$ cat src/rtl/lpfs_pkg.sv
// Shared types, constants and the charlieplex line table of the LED frame scheduler.
`timescale 1ns / 1ps

package lpfs_pkg;

	localparam int FRAME_UNIT      = 10;
	localparam int LINE_TABLE_SIZE = 31;
	localparam int SLOT_TIME_W     = 10;

	localparam logic [4:0]  DEBUG_LED     = 5'd18;
	localparam logic [15:0] DARK_DURATION = 16'(1 << FRAME_UNIT);

	typedef enum logic [1:0] {
		OP_WRITE = 2'd0,
		OP_FLUSH = 2'd1,
		OP_TICK  = 2'd2,
		OP_NONE  = 2'd3
	} op_t;

	typedef enum logic [2:0] {
		ST_IDLE,
		ST_EXEC,
		ST_WALK,
		ST_FIN,
		ST_TICK,
		ST_RESP
	} state_t;

	typedef struct packed {
		logic [1:0] operation;
		logic [4:0] led_select;
		logic [7:0] brightness;
		logic [7:0] flush_count;
	} cmd_t;

	typedef struct packed {
		logic        led_on;
		logic [4:0]  lit_led;
		logic [2:0]  high_line;
		logic [2:0]  low_line;
		logic        low_line_used;
		logic [15:0] duration;
		logic        frame_start;
		logic        flush_accepted;
	} rsp_t;

	// One tick's slot as seen after the slot memory read.
	typedef struct packed {
		logic                   read;
		logic                   in_table;
		logic [4:0]             led;
		logic [SLOT_TIME_W-1:0] on_time;
		logic [15:0]            dflt;
		logic                   frame_start;
	} slot_view_t;

	// Returns {high line, low line} for an LED inside the table.
	function automatic logic [5:0] line_pair(input logic [4:0] led);
		logic [5:0] pair;
		case (led)
			5'd0:    pair = {3'd0, 3'd3};
			5'd1:    pair = {3'd1, 3'd3};
			5'd2:    pair = {3'd2, 3'd3};
			5'd3:    pair = {3'd3, 3'd0};
			5'd4:    pair = {3'd4, 3'd0};
			5'd5:    pair = {3'd5, 3'd0};
			5'd6:    pair = {3'd0, 3'd4};
			5'd7:    pair = {3'd1, 3'd4};
			5'd8:    pair = {3'd2, 3'd4};
			5'd9:    pair = {3'd3, 3'd1};
			5'd10:   pair = {3'd4, 3'd1};
			5'd11:   pair = {3'd5, 3'd1};
			5'd12:   pair = {3'd0, 3'd5};
			5'd13:   pair = {3'd1, 3'd5};
			5'd14:   pair = {3'd2, 3'd5};
			5'd15:   pair = {3'd3, 3'd2};
			5'd16:   pair = {3'd4, 3'd2};
			5'd17:   pair = {3'd5, 3'd2};
			5'd18:   pair = {3'd6, 3'd6};
			5'd19:   pair = {3'd1, 3'd0};
			5'd20:   pair = {3'd2, 3'd0};
			5'd21:   pair = {3'd0, 3'd1};
			5'd22:   pair = {3'd2, 3'd1};
			5'd23:   pair = {3'd0, 3'd2};
			5'd24:   pair = {3'd1, 3'd2};
			5'd25:   pair = {3'd4, 3'd3};
			5'd26:   pair = {3'd5, 3'd3};
			5'd27:   pair = {3'd3, 3'd4};
			5'd28:   pair = {3'd5, 3'd4};
			5'd29:   pair = {3'd3, 3'd5};
			5'd30:   pair = {3'd4, 3'd5};
			default: pair = 6'd0;
		endcase
		return pair;
	endfunction

endpackage

$ cat src/rtl/lpfs_slot_decode.sv
// Turns one slot memory entry into the tick result: LED, lines and slot length.
`timescale 1ns / 1ps

module lpfs_slot_decode
	import lpfs_pkg::*;
(
	input  slot_view_t view,
	output rsp_t       rsp
);

	logic [5:0] pair;

	assign pair = line_pair(view.led);

	always_comb begin
		rsp = '0;
		rsp.frame_start = view.frame_start;
		if (!view.read) begin
			rsp.duration = view.dflt;
		end else if (view.on_time == '0) begin
			// empty frame: dark slot of one frame unit
			rsp.duration = DARK_DURATION;
		end else begin
			rsp.led_on    = 1'b1;
			rsp.lit_led   = view.led;
			rsp.duration  = 16'(view.on_time);
			if (view.in_table) begin
				rsp.high_line = pair[5:3];
				if (view.led != DEBUG_LED) begin
					rsp.low_line      = pair[2:0];
					rsp.low_line_used = 1'b1;
				end
			end
		end
	end

endmodule

$ cat src/rtl/led_pwm_frame_scheduler.sv
// Top level of the double-buffered LED frame scheduler.
`timescale 1ns / 1ps

// Every command word yields one response word. A brightness write or an unknown
// operation passes through the execute state to the response register, a timer
// tick first reads the slot memory, and a flush first walks the brightness memory
// at one entry per cycle with a three-stage read, square and write-back pipeline
// into the idle slot bank. A refused flush goes straight to the response. The
// brightness store and the two slot banks live in synchronous memories; reset is
// immediate, with per-entry valid bits on the brightness store and one valid bit
// per slot bank standing in for cleared contents. A new command is taken while a
// finished response still waits.

module led_pwm_frame_scheduler
	import lpfs_pkg::*;
#(
	parameter int NUM_LEDS = 31
) (
	input  logic clk,
	input  logic arst_n,
	input  logic cmd_valid,
	output logic cmd_stall,
	input  cmd_t cmd,
	output logic rsp_valid,
	input  logic rsp_stall,
	output rsp_t rsp
);

	localparam int BAW   = $clog2(NUM_LEDS);
	localparam int SAW   = $clog2(2 * NUM_LEDS);
	localparam int LED_W = (BAW > 5) ? BAW : 5;
	localparam int CNT_W = $clog2(NUM_LEDS + 1);
	localparam int POS_W = $clog2(NUM_LEDS + 2);
	localparam int SLW   = LED_W + SLOT_TIME_W;
	localparam logic [16:0]    OFF_LIMIT = 17'(NUM_LEDS * (1 << FRAME_UNIT));
	localparam logic [SAW-1:0] BANK1_BASE = SAW'(NUM_LEDS);

	state_t state_q, state_d;
	cmd_t   item_q;
	op_t    op;

	// brightness store
	logic [7:0]          bmem [NUM_LEDS];
	logic [NUM_LEDS-1:0] bvalid_q;
	logic [7:0]          bm_rd_q;
	logic                bm_we, bm_re;
	logic [BAW-1:0]      bm_waddr, bm_raddr;
	logic                sel_ok;

	// slot banks
	logic [SLW-1:0] smem [2 * NUM_LEDS];
	logic [SLW-1:0] smem_rd_q;
	logic           slot_we, slot_re;
	logic [SAW-1:0] slot_waddr, slot_raddr;
	logic [SLW-1:0] slot_wdata;

	logic [CNT_W-1:0] bank_cnt_q [2];
	logic [15:0]      bank_off_q [2];
	logic [1:0]       bank_ok_q;
	logic             live_q, pending_q;
	logic [POS_W-1:0] pos_q;

	// flush walk
	logic [POS_W-1:0]       walk_q;
	logic [CNT_W-1:0]       n_q;
	logic [15:0]            off_q;
	logic                   flush_bank_q;
	logic [SAW-1:0]         flush_base;
	logic                   v_s1, bval_s1;
	logic [BAW-1:0]         idx_s1;
	logic                   v_s2, nz_s2;
	logic [BAW-1:0]         idx_s2;
	logic [15:0]            sq_s2;
	logic [7:0]             b_s1;
	logic [SLOT_TIME_W-1:0] on_t;
	logic [7:0]             cnt_eff;
	logic [15:0]            off_fix;
	logic                   walk_done;

	// tick
	logic [CNT_W-1:0] cnt_live;
	logic             at_off, restart, swap, tick_bank;
	logic [POS_W-1:0] tick_pos;
	logic             tread_q, tok_q, tfs_q;
	logic [15:0]      tdflt_q;
	slot_view_t       view;
	rsp_t             dec_rsp;

	rsp_t res_q, rsp_q, taken_rsp;
	logic rsp_valid_q, rsp_free;

	assign op        = op_t'(item_q.operation);
	assign cmd_stall = (state_q != ST_IDLE);
	assign rsp_valid = rsp_valid_q;
	assign rsp       = rsp_q;
	assign rsp_free  = !rsp_valid_q || !rsp_stall;

	assign sel_ok   = (32'(item_q.led_select) < NUM_LEDS);
	assign bm_waddr = BAW'(item_q.led_select);
	assign bm_raddr = BAW'(walk_q);

	assign b_s1       = bval_s1 ? bm_rd_q : 8'd0;
	assign on_t       = sq_s2[15:6] + SLOT_TIME_W'(1);
	assign flush_base = flush_bank_q ? BANK1_BASE : '0;
	assign walk_done  = (walk_q == POS_W'(NUM_LEDS + 1));
	assign cnt_eff    = (item_q.flush_count == 8'd0) ? 8'd1 : item_q.flush_count;
	assign off_fix    = (({1'b0, off_q} > OFF_LIMIT) || (off_q == 16'd0)) ? 16'd1 : off_q;

	assign cnt_live  = bank_cnt_q[live_q];
	assign at_off    = (pos_q == POS_W'(cnt_live));
	assign restart   = (pos_q > POS_W'(cnt_live));
	assign swap      = restart && pending_q;
	assign tick_bank = live_q ^ swap;
	assign tick_pos  = restart ? '0 : pos_q;

	always_comb begin
		taken_rsp                = '0;
		taken_rsp.flush_accepted = 1'b1;
	end

	always_comb begin
		state_d    = state_q;
		bm_we      = 1'b0;
		bm_re      = 1'b0;
		slot_we    = 1'b0;
		slot_re    = 1'b0;
		slot_waddr = flush_base + SAW'(n_q);
		slot_wdata = {LED_W'(idx_s2), on_t};
		slot_raddr = (tick_bank ? BANK1_BASE : '0) + SAW'(tick_pos);
		case (state_q)
			ST_IDLE: begin
				if (cmd_valid) state_d = ST_EXEC;
			end
			ST_EXEC: begin
				case (op)
					OP_WRITE: begin
						bm_we   = sel_ok;
						state_d = ST_RESP;
					end
					OP_FLUSH: state_d = pending_q ? ST_RESP : ST_WALK;
					OP_TICK: begin
						slot_re = 1'b1;
						state_d = ST_TICK;
					end
					default: state_d = ST_RESP;
				endcase
			end
			ST_WALK: begin
				bm_re   = (walk_q < POS_W'(NUM_LEDS));
				slot_we = v_s2 && nz_s2;
				if (walk_done) state_d = ST_FIN;
			end
			ST_FIN: begin
				// no lit LED: one dark slot for the debug LED
				slot_we    = (n_q == '0);
				slot_waddr = flush_base;
				slot_wdata = {LED_W'(DEBUG_LED), SLOT_TIME_W'(0)};
				state_d    = ST_RESP;
			end
			ST_TICK: state_d = ST_RESP;
			ST_RESP: begin
				if (rsp_free) state_d = ST_IDLE;
			end
			default: state_d = ST_IDLE;
		endcase
	end

	always_ff @(posedge clk or negedge arst_n) begin
		if (!arst_n) state_q <= ST_IDLE;
		else         state_q <= state_d;
	end

	// memories
	always_ff @(posedge clk) begin
		if (bm_we) bmem[bm_waddr] <= item_q.brightness;
		if (bm_re) bm_rd_q <= bmem[bm_raddr];
	end

	always_ff @(posedge clk) begin
		if (slot_we) smem[slot_waddr] <= slot_wdata;
		if (slot_re) smem_rd_q <= smem[slot_raddr];
	end

	// control state
	always_ff @(posedge clk or negedge arst_n) begin
		if (!arst_n) begin
			bvalid_q      <= '0;
			bank_cnt_q[0] <= CNT_W'(1);
			bank_cnt_q[1] <= CNT_W'(1);
			bank_off_q[0] <= 16'd1;
			bank_off_q[1] <= 16'd1;
			bank_ok_q     <= '0;
			live_q        <= 1'b0;
			pending_q     <= 1'b0;
			pos_q         <= '0;
			v_s1          <= 1'b0;
			v_s2          <= 1'b0;
			rsp_valid_q   <= 1'b0;
		end else begin
			v_s1 <= bm_re;
			v_s2 <= v_s1;
			if (bm_we) bvalid_q[bm_waddr] <= 1'b1;
			// clear the store as the walk passes
			if (bm_re) bvalid_q[bm_raddr] <= 1'b0;
			if (state_q == ST_EXEC && op == OP_TICK) begin
				pos_q  <= tick_pos + POS_W'(1);
				live_q <= tick_bank;
				if (swap) pending_q <= 1'b0;
			end
			if (state_q == ST_FIN) begin
				bank_cnt_q[flush_bank_q] <= (n_q == '0) ? CNT_W'(1) : n_q;
				bank_off_q[flush_bank_q] <= (n_q == '0) ? DARK_DURATION : off_fix;
				bank_ok_q[flush_bank_q]  <= 1'b1;
				pending_q                <= 1'b1;
			end
			if (state_q == ST_RESP && rsp_free) rsp_valid_q <= 1'b1;
			else if (!rsp_stall)                rsp_valid_q <= 1'b0;
		end
	end

	// datapath
	always_ff @(posedge clk) begin
		if (state_q == ST_IDLE && cmd_valid) item_q <= cmd;
		if (bm_re) begin
			bval_s1 <= bvalid_q[bm_raddr];
			idx_s1  <= bm_raddr;
		end
		sq_s2  <= 16'(b_s1) * 16'(b_s1);
		nz_s2  <= v_s1 && (b_s1 != 8'd0);
		idx_s2 <= idx_s1;
		case (state_q)
			ST_EXEC: begin
				res_q <= '0;
				if (op == OP_FLUSH) begin
					walk_q       <= '0;
					n_q          <= '0;
					off_q        <= 16'(18'(cnt_eff) << FRAME_UNIT);
					flush_bank_q <= ~live_q;
				end
				tread_q <= !at_off;
				tok_q   <= bank_ok_q[tick_bank];
				tfs_q   <= restart;
				tdflt_q <= at_off ? bank_off_q[live_q] : 16'd1;
			end
			ST_WALK: begin
				walk_q <= walk_q + POS_W'(1);
				if (slot_we) begin
					off_q <= off_q - 16'(on_t);
					n_q   <= n_q + CNT_W'(1);
				end
			end
			ST_FIN: res_q <= taken_rsp;
			ST_TICK: res_q <= dec_rsp;
			ST_RESP: begin
				if (rsp_free) rsp_q <= res_q;
			end
			default: ;
		endcase
	end

	// a bank never flushed still holds its reset slot: LED 0 with a duration of one
	always_comb begin
		view.read        = tread_q;
		view.frame_start = tfs_q;
		view.dflt        = tdflt_q;
		if (tok_q) begin
			view.in_table = (32'(smem_rd_q[SLW-1:SLOT_TIME_W]) < LINE_TABLE_SIZE);
			view.led      = smem_rd_q[SLOT_TIME_W+4:SLOT_TIME_W];
			view.on_time  = smem_rd_q[SLOT_TIME_W-1:0];
		end else begin
			view.in_table = 1'b1;
			view.led      = 5'd0;
			view.on_time  = SLOT_TIME_W'(1);
		end
	end

	lpfs_slot_decode u_decode (
		.view (view),
		.rsp  (dec_rsp)
	);

	a_pos_bound: assert property (@(posedge clk) disable iff (!arst_n)
		pos_q <= POS_W'(bank_cnt_q[live_q]) + POS_W'(1))
		else $error("slot position ran past the off-time slot");

	a_cnt_nonzero: assert property (@(posedge clk) disable iff (!arst_n)
		(bank_cnt_q[0] != '0) && (bank_cnt_q[1] != '0))
		else $error("bank holds no slot");

	a_idle_bank_write: assert property (@(posedge clk) disable iff (!arst_n)
		slot_we |-> ((slot_waddr >= BANK1_BASE) != live_q))
		else $error("flush wrote into the live bank");

	a_swap_at_frame: assert property (@(posedge clk) disable iff (!arst_n)
		(live_q != $past(live_q)) |-> tfs_q)
		else $error("bank swap away from a frame start");

	a_walk_not_pending: assert property (@(posedge clk) disable iff (!arst_n)
		(state_q == ST_WALK) |-> !pending_q)
		else $error("flush walk while a swap is pending");

endmodule

$ cat config.mk
export PLATFORM = sky130hd
export DESIGN_NAME = led_pwm_frame_scheduler
export DESIGN_NICKNAME = d
export VERILOG_FILES = /design/src/rtl/lpfs_pkg.sv /design/src/rtl/lpfs_slot_decode.sv /design/src/rtl/led_pwm_frame_scheduler.sv
export SDC_FILE = /design/constraint.sdc
export NUM_CORES = 2
export LEC_CHECK = 0
export BUFFER_PORTS_ARGS = -buffer_cell sky130_fd_sc_hd__buf_2
export CAP_MARGIN = 0
export CORE_ASPECT_RATIO = 0.7
export CORE_MARGIN = 4
export CORE_UTILIZATION = 45
export CTS_CLUSTER_DIAMETER = 80
export DETAILED_ROUTE_END_ITERATION = 8
export HOLD_SLACK_MARGIN = 0.1
export PLACE_DENSITY = 0.72
export RECOVER_POWER = 100
export SLEW_MARGIN = 0
export SYNTH_ARGS = -nofsm -noshare
export SYNTH_HDL_FRONTEND = slang
export SYNTH_SLANG_ARGS = --single-unit
$ cat constraint.sdc
create_clock -name clk -period 5.75 [get_ports clk]
set_input_delay 0 -clock clk [delete_from_list [all_inputs] [get_ports clk]]
set_output_delay 0 -clock clk [all_outputs]
set_load 0.01 [all_outputs]
* After elaboration in Yosys (flattened, before gate mapping)
Memories as Yosys holds them, arrays and structs flattened. A register that Yosys moved wholly into a read port is not among the register bits. Index checks and enable logic that the tools add are counted.
Word-level totals: ROM bits 192, output and inout port bits 33, register bits after elaboration 249, memories 3, RAM bits 1178, logic and storage cells 201
Memories:
- smem | words 62, width 15, rd ports 1, clocked after Yosys merged registers in 1, write ports 1, RTL line led_pwm_frame_scheduler.sv:51 | logic [SLW-1:0] smem [2 * NUM_LEDS];
- bmem | words 31, width 8, rd ports 1, clocked after Yosys merged registers in 1, write ports 1, RTL line led_pwm_frame_scheduler.sv:43 | logic [7:0] bmem [NUM_LEDS];
- (name not given) | words 32, width 6, rd ports 1, clocked after Yosys merged registers in 0, write ports 0, RTL line lpfs_pkg.sv:60 | case (led)
Cells by class: order comparisons 15, multipliers 1, bitwise gates (word level) 8, add/sub/neg operators 7, muxes and demuxes 71, equal/unequal tests 16, reduce and logical (&&, ||, !) cells 34
Operator list (number):
- $mux 16 | 10
- $pmux 31 s3 | 1
- $mux 31 | 2
- $mux 5 | 9
- $bwmux 32 | 1
- $pmux 16 s2 | 1
- $and 31x31->31 | 1
- $not 31->31 | 1
- $or 31x31->31 | 1
- $mux 13 | 2
- $mux 6 | 4
- $mux 1 | 20
- $demux 16 s1 | 1
- $gt 16x15->1 const B | 1
- $logic_not 16->1 | 1
- $mul 8x8->16 | 1
- $sub 16x10->16 | 1
- $mux 15 | 1
- $pmux 3 s5 | 1
- $add 6x1->6 const B | 2
- $lt 5x6->1 const B | 2
- $mux 3 | 4
- $pmux 6 s2 | 1
- $mux 11 | 1
- 51 further kinds | 82

* Depth between registers and ports, before layout
word-level depth 9, mapped depth 22, depth with buffers taken out 17

* Cells and area by module
From an unflattened synthesis, not the netlist that was laid out.
Unflattened totals: cells, all modules 3065, area total of the unflattened synthesis 58889.0 µm²
Modules (own cells, without submodules):
- led_pwm_frame_scheduler | area an instance 58168.3 µm², cells each 2973, times used 1, sequential area each 42761.0 µm²
- lpfs_slot_decode | area an instance 720.7 µm², cells each 92, times used 1, sequential area each 0.0 µm²

* Worst setup path after synthesis
Ideal clock, no wire load.
kind flip-flop to flip-flop, start register live_q, end register smem_rd_q[10] (read register of smem), data pin, cell stages (with the launch flop) 20, slack 0.318 ns, clock period less this slack 5.432 ns, path buffers 5, data required time 5.475 ns, data arrival time 5.156 ns, cells stage by stage dfrtp_1 -> clkbuf_1 -> clkbuf_1 -> mux2i_1 -> ha_1 -> and4b_1 -> nand3_1 -> o31a_1 -> o211ai_1 -> xnor2_1 -> ha_1 -> inv_1 -> fa_1 -> buf_2 -> buf_2 -> clkbuf_1 -> mux4_2 -> mux4_2 -> a22oi_1 -> o221ai_1
On the way: cells in the longest elaborated chain, start to end 9
Ends and longest elaborated chain:
- start, declared | RTL line led_pwm_frame_scheduler.sv:60 | logic live_q, pending_q;
- start signal, assigned | RTL line led_pwm_frame_scheduler.sv:207 | live_q <= tick_bank;
- $not 1->2 (not written as such) | RTL line led_pwm_frame_scheduler.sv:109 | assign cnt_live = bank_cnt_q[live_q];
- $mux 5 (not written as such) (3 in series) | RTL line led_pwm_frame_scheduler.sv:109
- $gt 6x5->1 | RTL line led_pwm_frame_scheduler.sv:111 | assign restart = (pos_q > POS_W'(cnt_live));
- $logic_and 1x1->1 | RTL line led_pwm_frame_scheduler.sv:112 | assign swap = restart && pending_q;
- $xor 1x1->1 * | RTL line led_pwm_frame_scheduler.sv:113 | assign tick_bank = live_q ^ swap;
- via tick_bank | RTL line led_pwm_frame_scheduler.sv:82 | logic at_off, restart, swap, tick_bank;
- $mux 5 * | RTL line led_pwm_frame_scheduler.sv:129 | slot_raddr = (tick_bank ? BANK1_BASE : '0) + SAW'(tick_pos);
- $add 5x6->6 * | RTL line led_pwm_frame_scheduler.sv:129
- end, declared | RTL line led_pwm_frame_scheduler.sv:52 | logic [SLW-1:0] smem_rd_q;
The timed path passes the listed nets; every way through them passes the cells marked *. The select of a mux whose other input is x is not followed. A chain may end at the register's enable or synchronous reset.

* Final worst setup path
start register live_q, end register smem_rd_q[3] (read register of smem), data pin
Same word-level chain as after synthesis.

==> reports/results.tsv <==
metric	value	unit
clock_latency	0.76	ns
n_antenna_cell	0	
pre_cts_slack	0.241	ns
grt_pass1_wl	197000	µm
cts-htree-levels	4	
cts_tree	yes	
first_pass_iters	8	
period_needed	5.52	ns
rr_startpoint	live_q	
startpoint_type	flop	
critical_path_arrival	5.98	ns
grt_max_degree	106	
synth_edf_count	1339	
ios	60	
ys_seq_area_share	73.1	%
dieWidth	439	µm
hp-class	in2reg	
r2r_slack	0.23	ns
worstSetupEndpoint	smem_rd_q[3]	
fin_util	51.2	%
worst-path-max-fanout	52	
ys_warn_count	0	
core	129000	µm²
route.detailed.wl_per_inst	25.8	µm
drive_gt1_share	19.9	%
hpwl	76300	µm
clkSinkCount	1444	
layout_setup_ws	0.228	ns
ys_ff_latch	1444	
violations	capacitance limit, slew limit	
clk_path_buf_depth	3	
period_share	96.0	%
rows	110	
met1_length	55900	µm
hold_viol	0	
postRouteAntennaNets	0	
clock_skew	0.0313	ns
worstPathRequired	6.21	ns
numPortBuffers	59	
outcome	finished with violations	
synthesis.area	58500	µm²
routabilityCongestion	0.834	
cts-buffers-inserted	137	
avgSynthCellArea	19.3	µm²
netlist_instances	3036	
clkSlewWorstSetupHoldPaths	0.06	ns
final_common_cell	edfxtp_1	
ys.flop_type	edfxtp_1	
ys_top_cells_by_area	edfxtp_1, mux4_2, dfrtp_1	
yosysTopAreaCellShare	68.7	%
fmax	0.181	GHz
rr_worst_depth	15	
setup_viol	0	
setup_tns	0	ns
crit_path_end_kind	flop	
wl_met2	61000	µm
yosysTopAreaCell	edfxtp_1	
via_per_inst	5.86	
async_flop_share	6.16	%
critical_path_class	reg2reg	
cap_violations	23	
top_layer_used	met4	
final_cell_mix	edfxtp_1, mux4_2, nor2_1, clkbuf_1, clkbuf_16	
drc	0	
fp.dieH	310	µm
cp-startpoint	live_q	
wl	132000	µm
first_iter_violations	3930	
multi_input_comb_area	14800	µm²
max_slew_margin	-135	%
first_global_vias	29900	
dieArea	136000	µm²
synth.distinct_cells	66	
rsz0062_at_grt	false	
area_growth	12.7	%
layout.nets	3398	
seq_area	42800	µm²
cts_root_buf	clkbuf_16	
initial_core_util	45.4	%
grt_use_total	19.6	%
drv_slew	926	
antenna_found_initial	2	
fill_cells	10100	
grt_overflow_total	0	
worst_pin_slew	3.53	ns
num_vias	30000	
wl_met3	12700	µm
hold_ws	0.219	ns
reg2reg_to	smem_rd_q[3]	
syn_nets	3163	
[layer usage]
| layer | vias up | global-route usage [%] |
|---|---|---|
| met5 | - | 0 |
| met4 | 0 | 4.91 |
| met3 | 198 | 4.66 |
| met2 | 1435 | 29.4 |
| met1 | 15600 | 29.1 |
| li1 | 12700 | - |
[sequential cells by signal, summed over array words and instances (netlist names), 15 cells and up]
signal,cells
smem,930
bmem,248
bank_off_q,32
bvalid_q,31
res_q,31
rsp,31
item_q,16
off_q,16
tdflt_q,16
smem_rd_q,15
[what timing repair did]
action                     CTS  global route
setup buffers                0             0
hold buffers                52             0
resized for setup            0             3
hold endpoints to repair   167             0
setup endpoints to repair    0             3
[through the flow]
stage               cell area [µm²]  instances
finish                        65900       5114
global route                  65900       5114
CTS                           66400       5114
detailed placement            61500       4816
global placement              61500       4816
floorplan                     58500       3036
[worst min path at each step]
stage	startpoint	to	slack [ns]	cells after the start
floorplan	arst_n	bank_cnt_q[1]	-0.30	0
global placement	arst_n	bank_off_q[19]	-0.03	1
detailed placement	arst_n	bank_off_q[28]	-0.02	1
CTS	rsp_stall	state_q[0]	0.21	4
global route	rsp_stall	state_q[0]	0.25	4
finish	rsp_stall	state_q[0]	0.22	4
[cells by family after synthesis]
family,synth area share (%)
buffers and inverters,1.76
AOI/OAI and AO/OA,3.14
DFF,73.1
adders and majority gates,2.49
and+or+nand+nor,4.12
xor gates and xnor gates,0.584
muxes,14.8
[cells in the mapped netlist (12+ instances only)]
cell / n
nor3_1: 18
dfrtp_1: 85
clkbuf_1: 68
nand2_1: 130
a21o_1: 12
o221ai_1: 16
buf_1: 22
o31ai_1: 30
nor2_1: 183
dfxtp_1: 16
inv_1: 91
and2_1: 19
xor2_1: 18
edfxtp_1: 1339
xnor2_1: 21
nand3_1: 49
fa_1: 27
o21ai_0: 53
a22oi_1: 33
buf_6: 15
mux2i_1: 51
o22a_1: 19
a21oi_1: 50
mux4_2: 342
buf_2: 33
ha_1: 73
nand2b_1: 17
mux2_2: 40
and3_1: 38
[critical path, stage by stage (launching register included)]
cell and delay, ns:
dfrtp_1 0.50, mux2i_1 0.28, ha_1 0.28, and4b_1 0.22
nand3_1 0.11, o31a_1 0.18, o211ai_1 0.14, xnor2_1 0.32
ha_4 0.19, inv_1 0.06, fa_4 0.93, buf_12 0.30
mux4_2 0.35, mux4_2 0.53, a22oi_1 0.58, o221ai_1 0.26
[final cells by class]
cell class | count | share of cell area (%)
Sequential cell | 1444 | 64.8
Timing Repair Buffer | 235 | 2.28
Multi-Input combinational cell | 1360 | 22.5
Clock buffer | 171 | 5.49
Clock inverter | 75 | 1.07
Inverter | 93 | 0.529
Tap cell | 1736 | 3.29
Power is left out: the tool's default activity adds up to more than one toggle a clock period on the data nets, which glitch-free logic cannot reach.
